===== config.mk =====
export PLATFORM = sky130hd
export DESIGN_NAME = dtw_ram
export DESIGN_NICKNAME = d
export VERILOG_FILES = /design/src/rtl/dtw_ram.sv
export SDC_FILE = /design/constraint.sdc
export NUM_CORES = 2
export LEC_CHECK = 0
export BUFFER_PORTS_ARGS = -buffer_cell sky130_fd_sc_hd__buf_2
export CAP_MARGIN = 20
export CELL_PAD_IN_SITES_DETAIL_PLACEMENT = 0
export CELL_PAD_IN_SITES_GLOBAL_PLACEMENT = 1
export CORE_ASPECT_RATIO = 1.2
export CORE_UTILIZATION = 52
export DETAILED_ROUTE_END_ITERATION = 16
export HOLD_SLACK_MARGIN = 0.15
export PLACE_DENSITY = 0.86
export SYNTH_ARGS = -nofsm -noshare
export SYNTH_HDL_FRONTEND = slang
export SYNTH_SLANG_ARGS = --single-unit

===== constraint.sdc =====
create_clock -name clk -period 9.4 [get_ports clk]
set_input_delay 0.47 -clock clk [delete_from_list [all_inputs] [get_ports clk]]
set_output_delay 0.47 -clock clk [all_outputs]
set_load 0.1 [all_outputs]

===== src/rtl/dtw_ram.sv =====
// ----------------------------------------------------------------------------
// dtw_ram
// Simple dual-port synchronous memory with a registered read.
// ----------------------------------------------------------------------------
module dtw_ram #(
  parameter int unsigned WIDTH = 64,
  parameter int unsigned DEPTH = 64,
  parameter int unsigned AW    = 6
) (
  input  logic             clk,
  input  logic             wr_en,
  input  logic [AW-1:0]    wr_addr,
  input  logic [WIDTH-1:0] wr_data,
  input  logic             rd_en,
  input  logic [AW-1:0]    rd_addr,
  output logic [WIDTH-1:0] rd_data
);

  logic [WIDTH-1:0] mem [DEPTH];
  logic [WIDTH-1:0] rd_data_r;

  always_ff @(posedge clk) begin
    if (wr_en) begin
      mem[wr_addr] <= wr_data;
    end
    if (rd_en) begin
      rd_data_r <= mem[rd_addr];
    end
  end

  assign rd_data = rd_data_r;

endmodule


# After elaboration in Yosys (flattened, before gate mapping)
# Memory sizes are Yosys's and may differ from the RTL's. A register that Yosys moved wholly into a read port is not among the register bits.
# Index checks and enable logic that the tools add are counted.
# totals
romBits	0
ramBits	4096
output_inout_bits	64
reg_bits	0
latchBits	0
mem_count	1
# classes
n_lt_le_gt_ge	0
eq_ne	0
n_addsub	0
muxes	2
shifts	0
n_bitwise	0
multipliers	0
n_reduce_logical	0
div_mod_pow	0
# memory_table
memory	words	width	rd	rd_clocked_by_memory_dff	wr	line	text
mem	64	64	1	1	1	19	logic [WIDTH-1:0] mem [DEPTH];
# ops
op	count
two-way mux 1 bit	2

# Logic depth before layout (Yosys ltp)
# depth
ltp_word	2
ltp_mapped	9
mapped_depth_nobuf	5

# Worst setup path after synthesis
# No wires, ideal clock.
# synth_path
kind	input port to flip-flop
start	input wr_addr[3]
end	memory mem[48][0], enable pin
cell_stages	4
arrival_ps	5342
slack_ps	3494
setup_ps	564
t_required_ps	8836
path_buffers	1
path_cell_list	clkbuf_1 > nor2b_1 > nand4b_1 > nor3_1
# synth_rtl
element	line	text
from (decl)	12	input logic [AW-1:0] wr_addr,
to (decl)	19	
# Straight into the memory's write port.

==> impl_results.md <==
* Outcome: finished, final reports clean
* Max Cap Viol at 0
* Syn nets at 6677
* Syn. warnings at 0
* CTS tree: built
* GRT Util Overall at between 20 and 30%
* Mapped Cells at approximately 6600
* Synth top area share at 79.6%
* Synth area leader: edfxtp_1
* Number of synthesized flops with an enable pin at 4160
* Share of synthesized flip-flops with an asynchronous set or reset at 0%
* Total Wirelength at 440 mm
* Total congestion overflow at 0
* GP Congestion at between 0.8 and 0.9
* Hold Crit Class: input pin to flop
* Fill cell instance count of the final layout at 19700
* Routing usage on met2 at ~47%
* GRT met3 Usage at 6.06%
* Core footprint at 300000 µm²
* Die width at 504 µm
* Critical path endpoint: rd_data[19]
* Post-CTS Setup Repair Bufs at 0
* Initial Utilization at 52.4%
* Post-synthesis sequential area ratio at around four fifths
* GR peak layer: met2
* Initial DRC count at 12800
* Crit path time final at 3.52 ns
* Slew @ Worst Pin at 1.29 ns
* Initial antenna violation count at 27
* DIE AREA at 304000 µm²
* CTS Hold Bufs at 1
* Clk_lat worst skew at 0.91 ns
* Worst Path Required at 9.99 ns
* Worst Setup SP: rd_addr[1]
* Primary FF master, synth: edfxtp_1
* I/O Pins at 143
* First-pass GRT wire length at 610 mm
* # port buffers at 142
* Vias in the first global route at 80400
* Crit path DAT at 4.11 ns
* Crit path capture type: flop
* Reg-to-reg startpoint: mem[34][19]
* Avg Cell Area, Syn at roughly 24 µm²
* Flops & latches, synth at 4160
* Max Freq at 284 MHz
* GR Util met1 at 35.7%
* Drt pass-1 iters at 6
* CTS root buf: clkbuf_16
* Synth cell types at 32
* Clk_skew at 0.0559 ns
* Total CTS buffers at 374
* Routed Antenna Nets at 0
* CP cell instances: buf_8, buf_12, buf_4, mux4_2, a22o_1, nor2_1, a211oi_1
* Worst VDD drop at 0.156 mV
* Max FO, Critical Path at 117
* Crit Path Class: input pin to flop
* Final setup vio count at 0
* Max incr delay on CP at 0.90 ns
* Cts repair resizes at 0
* Post-synth top cells: 4160 x edfxtp_1, 1024 x mux4_2, 170 x buf_2
* Fin crit share at 37.5%
* Dominant cells by area after synthesis: edfxtp_1 80%, mux4_2 15%, mux2i_1 0.86%
* Depth of the most critical reg-to-reg path at 4
* Reg2reg setup slack at 6.85 ns
* Final slew viol count at 0
* Layout cell share with drive strength beyond 1 at 27.5%
* Die Ht at 604 µm
* Pwr per Cell Area at 215 nW/µm²
* Layout area overhead at 11.8%
* Clock Sink Count at 4160
* Nets at 7043
* P_leak at between 50 and 60 nW
* Largest net degree at the start of global routing at 129
* Post-DP HPWL at 216 mm
* Mapped Area at 157000 µm²
* WL/cell at 39.0 µm
* Total chip power at 37.8 mW
* Critical-path cell with the highest stage delay: buf_4
* Setup tns final at 0 ns
* Routed vias at about 79000
* Slew HR at 14.0%
* H-tree depth at 5
* Final hold vios at 0
* DR vias/cell at between 6 and 7
* Hold-critical path depth at 1
* Row count at 220
* Unrepaired setup endpoints after global routing: false
* Drc violations at 0
* Worst reg2reg endpoint: rd_data[19]
* CTS clk-pin slew, worst paths at 0.06 ns
* Most common cell in the netlist: edfxtp_1
* CP Launch Type: input pin
* Max clock buf depth at 4
state kept, by name (all words and copies together), names as in the netlist:
register / flops
rd_data: 64
mem: 4096
report_power, final:
| group | internal [mW] | total (mW) | switching, mW |
|---|---|---|---|
| sequential | 20.6 | 20.6 | 0.0704 |
| combinational | 0.634 | 1.93 | 1.29 |
| clock | 8.48 | 15.2 | 6.72 |
cells by family after synthesis:
group | Yosys count | share of synthesized area (%)
muxes | 1159 | 15.6
DFF | 4160 | 79.6
and+or+nand+nor | 386 | 1.23
buffers and inverters | 389 | 1.18
AOI/OAI and AO/OA | 504 | 2.47
critical path: cells and delay by family:
| family | cells | cell delay [ns] |
|---|---|---|
| buffers and inverters | 3 | 1.85 |
| AOI/OAI and AO/OA | 2 | 0.47 |
| and+or+nand+nor | 1 | 0.43 |
| muxes | 1 | 0.43 |
worst min path at each step:
| stage | startpoint | end | slack (ns) |
|---|---|---|---|
| 6_report | wr_data[57] | mem[21][57] | 0.27 |
| 5_1_grt | wr_data[57] | mem[14][57] | 0.27 |
| 4_1_cts | wr_data[57] | mem[14][57] | 0.21 |
| 3_5_place_dp | rd_en | rd_data[11] | 0.82 |
| 3_3_place_gp | rd_en | rd_data[11] | 0.83 |
| 2_1_floorplan | wr_data[0] | mem[0][0] | 0.57 |
layout by cell type, fill, tap and decap left out, types with 45 or more instances in the layout:
cell type / instances
edfxtp_1: 4160
mux4_2: 1024
clkbuf_16: 383
buf_4: 179
a22oi_1: 168
buf_2: 138
mux2i_1: 135
a22o_1: 88
o22ai_1: 83
clkinv_1: 73
clkbuf_1: 72
clkinv_2: 69
nor2_4: 65
and3_1: 64
a211oi_1: 63
nand2_1: 56
nor2_1: 47
nand3_1: 45
through the flow:
| stage | instance area [µm²] | setup WS [ns] | hold WS (ns) | util [%] | cells |
|---|---|---|---|---|---|
| CTS | 175000 | 5.88 | 0.210 | 58.4 | 11200 |
| floorplan | 157000 | 3.49 | 0.569 | - | 6598 |
| global placement | 163000 | 4.73 | 0.834 | 54.4 | 10600 |
| global route | 175000 | 5.83 | 0.269 | 58.5 | 11300 |
| detailed placement | 163000 | 4.99 | 0.824 | 54.4 | 10600 |
| finish | 176000 | 5.88 | 0.273 | 58.6 | 11300 |
layout make-up:
class                   count  area (µm²)  area share, %
well taps                3996        5000           2.85
clock buffers             455        9850           5.61
flip-flops and latches   4160      125000           71.2
diodes                     24        60.1         0.0342
inverters                  19        71.3         0.0406
multi-input cells        2049       30800           17.5
repair buffers            360        2790           1.59
clock inverters           208        2050           1.17
metal layers:
metal / vias to the layer above / routed length [µm]
met5: - / 42
li1: 29200 / -
met1: 40900 / 139000
met3: 1620 / 54200
met4: 6 / 31200
met2: 6879 / 215000
(Power assumes the default switching activity.)
