### config.mk
export PLATFORM = sky130hd
export DESIGN_NAME = dtw_sqrt
export DESIGN_NICKNAME = d
export VERILOG_FILES = /design/src/rtl/dtw_sqrt.sv
export SDC_FILE = /design/constraint.sdc
export NUM_CORES = 1
export LEC_CHECK = 0
export BUFFER_PORTS_ARGS = -buffer_cell sky130_fd_sc_hd__buf_2
export CORE_ASPECT_RATIO = 1.2
export CORE_MARGIN = 2
export CORE_UTILIZATION = 25
export CTS_BUF_LIST = sky130_fd_sc_hd__clkbuf_4
export CTS_CLUSTER_SIZE = 25
export DETAILED_ROUTE_END_ITERATION = 16
export GPL_TIMING_DRIVEN = 0
export HOLD_SLACK_MARGIN = 0.02
export PLACE_DENSITY_LB_ADDON = 0.05
export RECOVER_POWER = 50
export SLEW_MARGIN = 20
export SYNTH_ARGS = -nofsm -noshare
export SYNTH_HDL_FRONTEND = slang
export SYNTH_SLANG_ARGS = --single-unit
### constraint.sdc
create_clock -name clk -period 2.6 [get_ports clk]
set_input_delay 0.26 -clock clk [delete_from_list [all_inputs] [get_ports clk]]
set_output_delay 0.26 -clock clk [all_outputs]
set_load 0.01 [all_outputs]
### src/rtl/dtw_sqrt.sv
// ----------------------------------------------------------------------------
// dtw_sqrt
// Iterative integer square root, one result bit per cycle.
// ----------------------------------------------------------------------------
module dtw_sqrt #(
  parameter int unsigned ROOTW = 26
) (
  input  logic               clk,
  input  logic               rst_n,
  input  logic               start,
  input  logic [2*ROOTW-1:0] radicand,
  output logic               done,
  output logic [ROOTW-1:0]   root
);

  localparam int unsigned CW = $clog2(ROOTW + 1);

  logic [2*ROOTW-1:0] x_r, x_nxt;
  logic [ROOTW+1:0]   rem_r, rem_nxt;
  logic [ROOTW-1:0]   root_r, root_nxt;
  logic [CW-1:0]      cnt_r, cnt_nxt;
  logic               done_r, done_nxt;
  logic [ROOTW+1:0]   shifted;
  logic [ROOTW+1:0]   trial;

  always_comb begin
    shifted  = {rem_r[ROOTW-1:0], x_r[2*ROOTW-1 -: 2]};
    trial    = {root_r, 2'b01};
    x_nxt    = x_r;
    rem_nxt  = rem_r;
    root_nxt = root_r;
    cnt_nxt  = cnt_r;
    done_nxt = 1'b0;
    if (start) begin
      x_nxt    = radicand;
      rem_nxt  = '0;
      root_nxt = '0;
      cnt_nxt  = CW'(ROOTW);
    end else if (cnt_r != '0) begin
      x_nxt   = {x_r[2*ROOTW-3:0], 2'b00};
      cnt_nxt = cnt_r - 1'b1;
      if (shifted >= trial) begin
        rem_nxt  = shifted - trial;
        root_nxt = {root_r[ROOTW-2:0], 1'b1};
      end else begin
        rem_nxt  = shifted;
        root_nxt = {root_r[ROOTW-2:0], 1'b0};
      end
      done_nxt = (cnt_r == CW'(1));
    end
  end

  always_ff @(posedge clk) begin
    if (!rst_n) begin
      cnt_r  <= '0;
      done_r <= 1'b0;
    end else begin
      cnt_r  <= cnt_nxt;
      done_r <= done_nxt;
    end
    x_r    <= x_nxt;
    rem_r  <= rem_nxt;
    root_r <= root_nxt;
  end

  assign done = done_r;
  assign root = root_r;

endmodule

== Word level (Yosys, flattened, before mapping) ==
Index checks and enable logic that the tools add are counted.

* $lt $le $gt $ge: 1
* Reductions and logical operators: 4
* Equal/unequal tests: 1
* Bitwise operators: 2
* Add/sub/neg operators: 2
* Multiplexer cells: 6

{| class="wikitable"
|+ Operators with widths
! cell !! number
|-
| 2-to-1 mux 52 bit || 2
|-
| greater-or-equal comparator 28 bit || 1
|-
| 2-to-1 mux 26 bit || 1
|-
| subtractor 26 bit || 1
|-
| 2-to-1 mux 5 bit || 2
|-
| == test 5 x 1 -> 1 bit (second input constant) || 1
|-
| nonzero test 5 bit || 1
|-
| subtractor 5 x 1 -> 5 bit (second input constant) || 1
|-
| OR reduction 3 bit || 1
|-
| inverter 1 bit || 2
|-
| nonzero test 2 bit || 1
|-
| OR reduction 2 bit || 1
|-
| 2-to-1 mux 1 bit || 1
|}

* Register bits after elaboration: 110
* Word-level logic and storage cells: 22

== Longest topological paths before layout ==
* Word-level depth: 3
* Mapped depth: 12

== Worst setup path after synthesis ==
OpenSTA, ideal clock, no wires.

* Path kind: flip-flop to flip-flop
* Start: register cnt_r[0]
* End: register x_r[0], enable pin
* Stages on the path, launching flop included: 6
* Setup slack: -0.136 ns
* Arrival time: 2.121 ns
* Setup time: 0.615 ns
* Data required time: 1.985 ns
* Clock period less this slack: 2.736 ns
* Buffers on the path: 1
* Cells stage by stage: dfxtp_1 inv_1 ha_1 nor4b_1 clkbuf_1 nand2b_1

* Cells in the longest elaborated chain, start to end: 2

{| class="wikitable"
|+ RTL lines
! item !! RTL line !! text
|-
| start, declared || 21 || <nowiki>logic [CW-1:0] cnt_r, cnt_nxt;</nowiki>
|-
| start signal, assigned || 58 || <nowiki>cnt_r <= cnt_nxt;</nowiki>
|-
| nonzero test 5 bit || 39 || <nowiki>end else if (cnt_r != '0) begin</nowiki>
|-
| nonzero test 2 bit (no line) || - ||
|-
| end signal, assigned || 61 || <nowiki>x_r <= x_nxt;</nowiki>
|-
| end, declared || 18 || <nowiki>logic [2*ROOTW-1:0] x_r, x_nxt;</nowiki>
|}

Every way passes these cells.
A chain may end at the register's enable or synchronous reset.

== Final worst setup path ==
* Start: register x_r[50]
* End: register rem_r[21]

* Cells in the longest elaborated chain, start to end: 2
* Elaborated cells on any way between the ends: 3
* Classes of those cells: add/sub: 1; order compare: 1; mux: 1

{| class="wikitable"
|+ RTL lines
! item !! RTL line !! text
|-
| subtractor 26 bit or greater-or-equal comparator 28 bit (tied branches) || 43, 42 ||
|-
| 2-to-1 mux 26 bit * || 42 || <nowiki>if (shifted >= trial) begin</nowiki>
|-
| end signal, assigned || 62 || <nowiki>rem_r <= rem_nxt;</nowiki>
|-
| end, declared || 19 || <nowiki>logic [ROOTW+1:0] rem_r, rem_nxt;</nowiki>
|}

Every way passes the cells marked *; elsewhere a longest branch is shown, timed or not.

==> run metrics <==
top cell type's share of synthesized area 0.257; number of nets with antenna violations after routing 0; Max rail drop VDD 434 µV; syn_area_per_cell 9.87 µm²; register area 2740 µm²; CP bufs+invs 3; critical path's slowest cell edfxtp_1; critical path class flop to flop; NumNets Final around 850; Die ar. 25,600 µm²; register bit count reported by yosys 110; met3 Track Usage GR 0.0352; Final min period 2.62 ns; hold crit path type primary input to flop; CTS Buffer Depth 2; DIE WIDTH 146 µm; CP cell instances inv_1 > ha_2 > and2b_1 > o31a_1 > o2111a_1 > o211ai_1 > a31oi_2 > buf_6 > clkbuf_16 > mux2i_1 > a211oi_1; worst stage delay on the critical path roughly 0.47 ns; pre-CTS WS -0.368 ns; CP max FO 7; first-pass GRT wire length 27,900 µm; CTS H-Tree Depth 3; f_max 0.381 GHz; Clock Skews ~0.022 ns; DR pass1 iterations 4; RSZ-0062 raised after global routing true; Distinct cells, synth 66; MaxCap Viol Count 0; antenna violations before repair 1; met2 Use GR 0.253; TritonCTS buffer count 9; synthesized area 6070 µm²; Area contributors post-synth edfxtp_1, dfxtp_1, mux2_2; clock sinks 110; Mapped Cells 615; most frequent cells in the layout buf_2, nand2_1, edfxtp_1; fill count about 2,600; warning count from the yosys run 0; final max-slew violation count 0; routed via count 4,999; area grow syn2layout 30.1%; Initial Utilization 0.254; violated checks negative setup slack; core region area approximately 24,000 µm²; critical path's top delay family compound AO/OA/AOI/OAI gates; Clock Latency Late Sink 0.51 ns; final period utilization 1.01; Leak Pwr between 3 and 4 nW; Async SR Flop Fraction 0; ys flop type dfxtp_1; Multi-input gate area around 3300 µm²; startpoint types flop; sequential fraction of the synthesis area 0.448; CTS tree done; worst setup margin -0.0243 ns; Clock Pin Slew Worst Setup and Hold Paths 0.20 ns; area leader, netlist edfxtp_1; final setup fails 10; Remaining Overflow, GRT 0; Mapped Nets between 700 and 800; WP data required 3.02 ns; Root Driver clkbuf_4; Rows 62; residual DRC count 0; Iter 0 DRT Violations between 150 and 200; num ports just over 80; Crit path arrival time approximately 3 ns; Max-slew headroom 0.427; most common cell after layout, fill and taps aside buf_2; DP HPWL about 12,000 µm; final WL 17,900 µm; final hold vios 0; Fin Hold WS 0.0602 ns; grt peak-use layer met2; Final GP Congestion 0.832; vias per cell about 4.6; status finished with violations; Die Span Y 175 µm; vias in the first global route 5,301; PortBufs 80; routed wire length per instance 16.4 µm; Slew @ Worst Pin between 0.8 and 0.9 ns; share of cells above drive strength 1 0.294; Pwr Density 1060 nW/µm²; CP Capture Type flop; Post-synth EDFFs 52; largest net degree at the start of global routing 53; grt met1 use 0.161; Total Routing Usage GR 0.140
## worst register-to-register path, delay by kind of cell (launching register included)
family / cells / cell delay, ns
flip-flops: 1 / 0.47
AO/OA/AOI/OAI: 5 / 1.16
AND/OR/NAND/NOR: 1 / 0.19
multiplexers: 1 / 0.12
adder cells (fa/ha/maj): 1 / 0.17
buffers and inverters: 3 / 0.45
## what timing repair did
action                     4_1_cts  5_1_grt
hold buffers                    35        6
cloned                           1        3
pin swaps                       30       14
hold endpoints to repair        37        6
setup buffers                   13        3
gates resized for setup         50       23
setup endpoints to repair       26       99
## layout make-up
cell class	instances	share of cell area
plain buffers	31	0.0226
multi-input cells	436	0.421
repair buffers	140	0.124
clock inverters	7	0.00855
diodes	1	0.000317
inverters	39	0.0185
well taps	320	0.0507
flip-flops and latches	110	0.346
clock buffers	9	0.00855
## worst paths after layout
check,start,end,slack (ns),cells after the start
worst min register to register,root[7],root[8],0.48,2
worst min-delay path,radicand[12],x_r[12],0.06,2
worst max-delay path,x_r[50],rem_r[21],-0.02,11
worst max register to register,x_r[50],rem_r[21],-0.02,11
## metrics by stage
step / instance area (µm²) / utilization / power (W) / cells / setup TNS, ns
floorplan: 6070 / - / 0.00543 / 615 / 0
global placement: 6880 / 0.288 / 0.00648 / 1015 / -19.35
detailed placement: 6880 / 0.288 / 0.00650 / 1015 / -4.82
CTS: 7680 / 0.322 / 0.00805 / 1080 / -0.400
global route: 7900 / 0.331 / 0.00903 / 1093 / -3.71
finish: 7900 / 0.331 / 0.00838 / 1093 / -0.142
## flip-flops by register name, indices dropped and copies added, names as in the netlist
signal / cells
x_r: 52
cnt_r: 5
root: 26
rem_r: 26
done: 1
## power breakdown
| part | internal [W] | total (W) | leakage, nW | switching, W |
|---|---|---|---|---|
| clock | 0.000221 | 0.000904 | 0.0756 | 0.000683 |
| sequential | 0.00214 | 0.00234 | 1.03 | 0.000195 |
| combinational | 0.00247 | 0.00514 | 1.97 | 0.00267 |
| total | 0.00483 | 0.00838 | 3.07 | 0.00355 |
## logic make-up (layout without fill, tap and decap cells)
logic type	Yosys count	in the layout	synth area share
AOI/OAI and AO/OA	150	150	0.163
xor gates and xnor gates	17	17	0.0245
other	0	1	0
and+or+nand+nor	173	174	0.134
buffers and inverters	70	226	0.0503
muxes	64	64	0.116
DFF	110	110	0.448
adders and majority gates	31	31	0.0639
## routing by layer
metal / vias up / part of all wire
met5: - / 0
met4: 0 / 0.017
met3: 18 / 0.046
met2: 97 / 0.51
met1: 2372 / 0.42
li1: 2512 / -
## Yosys cell counts, types with 8 or more instances
| master | number |
|---|---|
| a211oi_1 | 18 |
| xnor2_1 | 11 |
| mux2_2 | 50 |
| o21ai_0 | 21 |
| nor3_1 | 10 |
| nor2_1 | 38 |
| nand2_1 | 76 |
| ha_1 | 31 |
| inv_1 | 39 |
| edfxtp_1 | 52 |
| a21oi_1 | 49 |
| clkbuf_1 | 22 |
| and2_1 | 8 |
| mux2i_1 | 14 |
| dfxtp_1 | 58 |
| a21o_1 | 11 |
(Power assumes the default switching activity.)
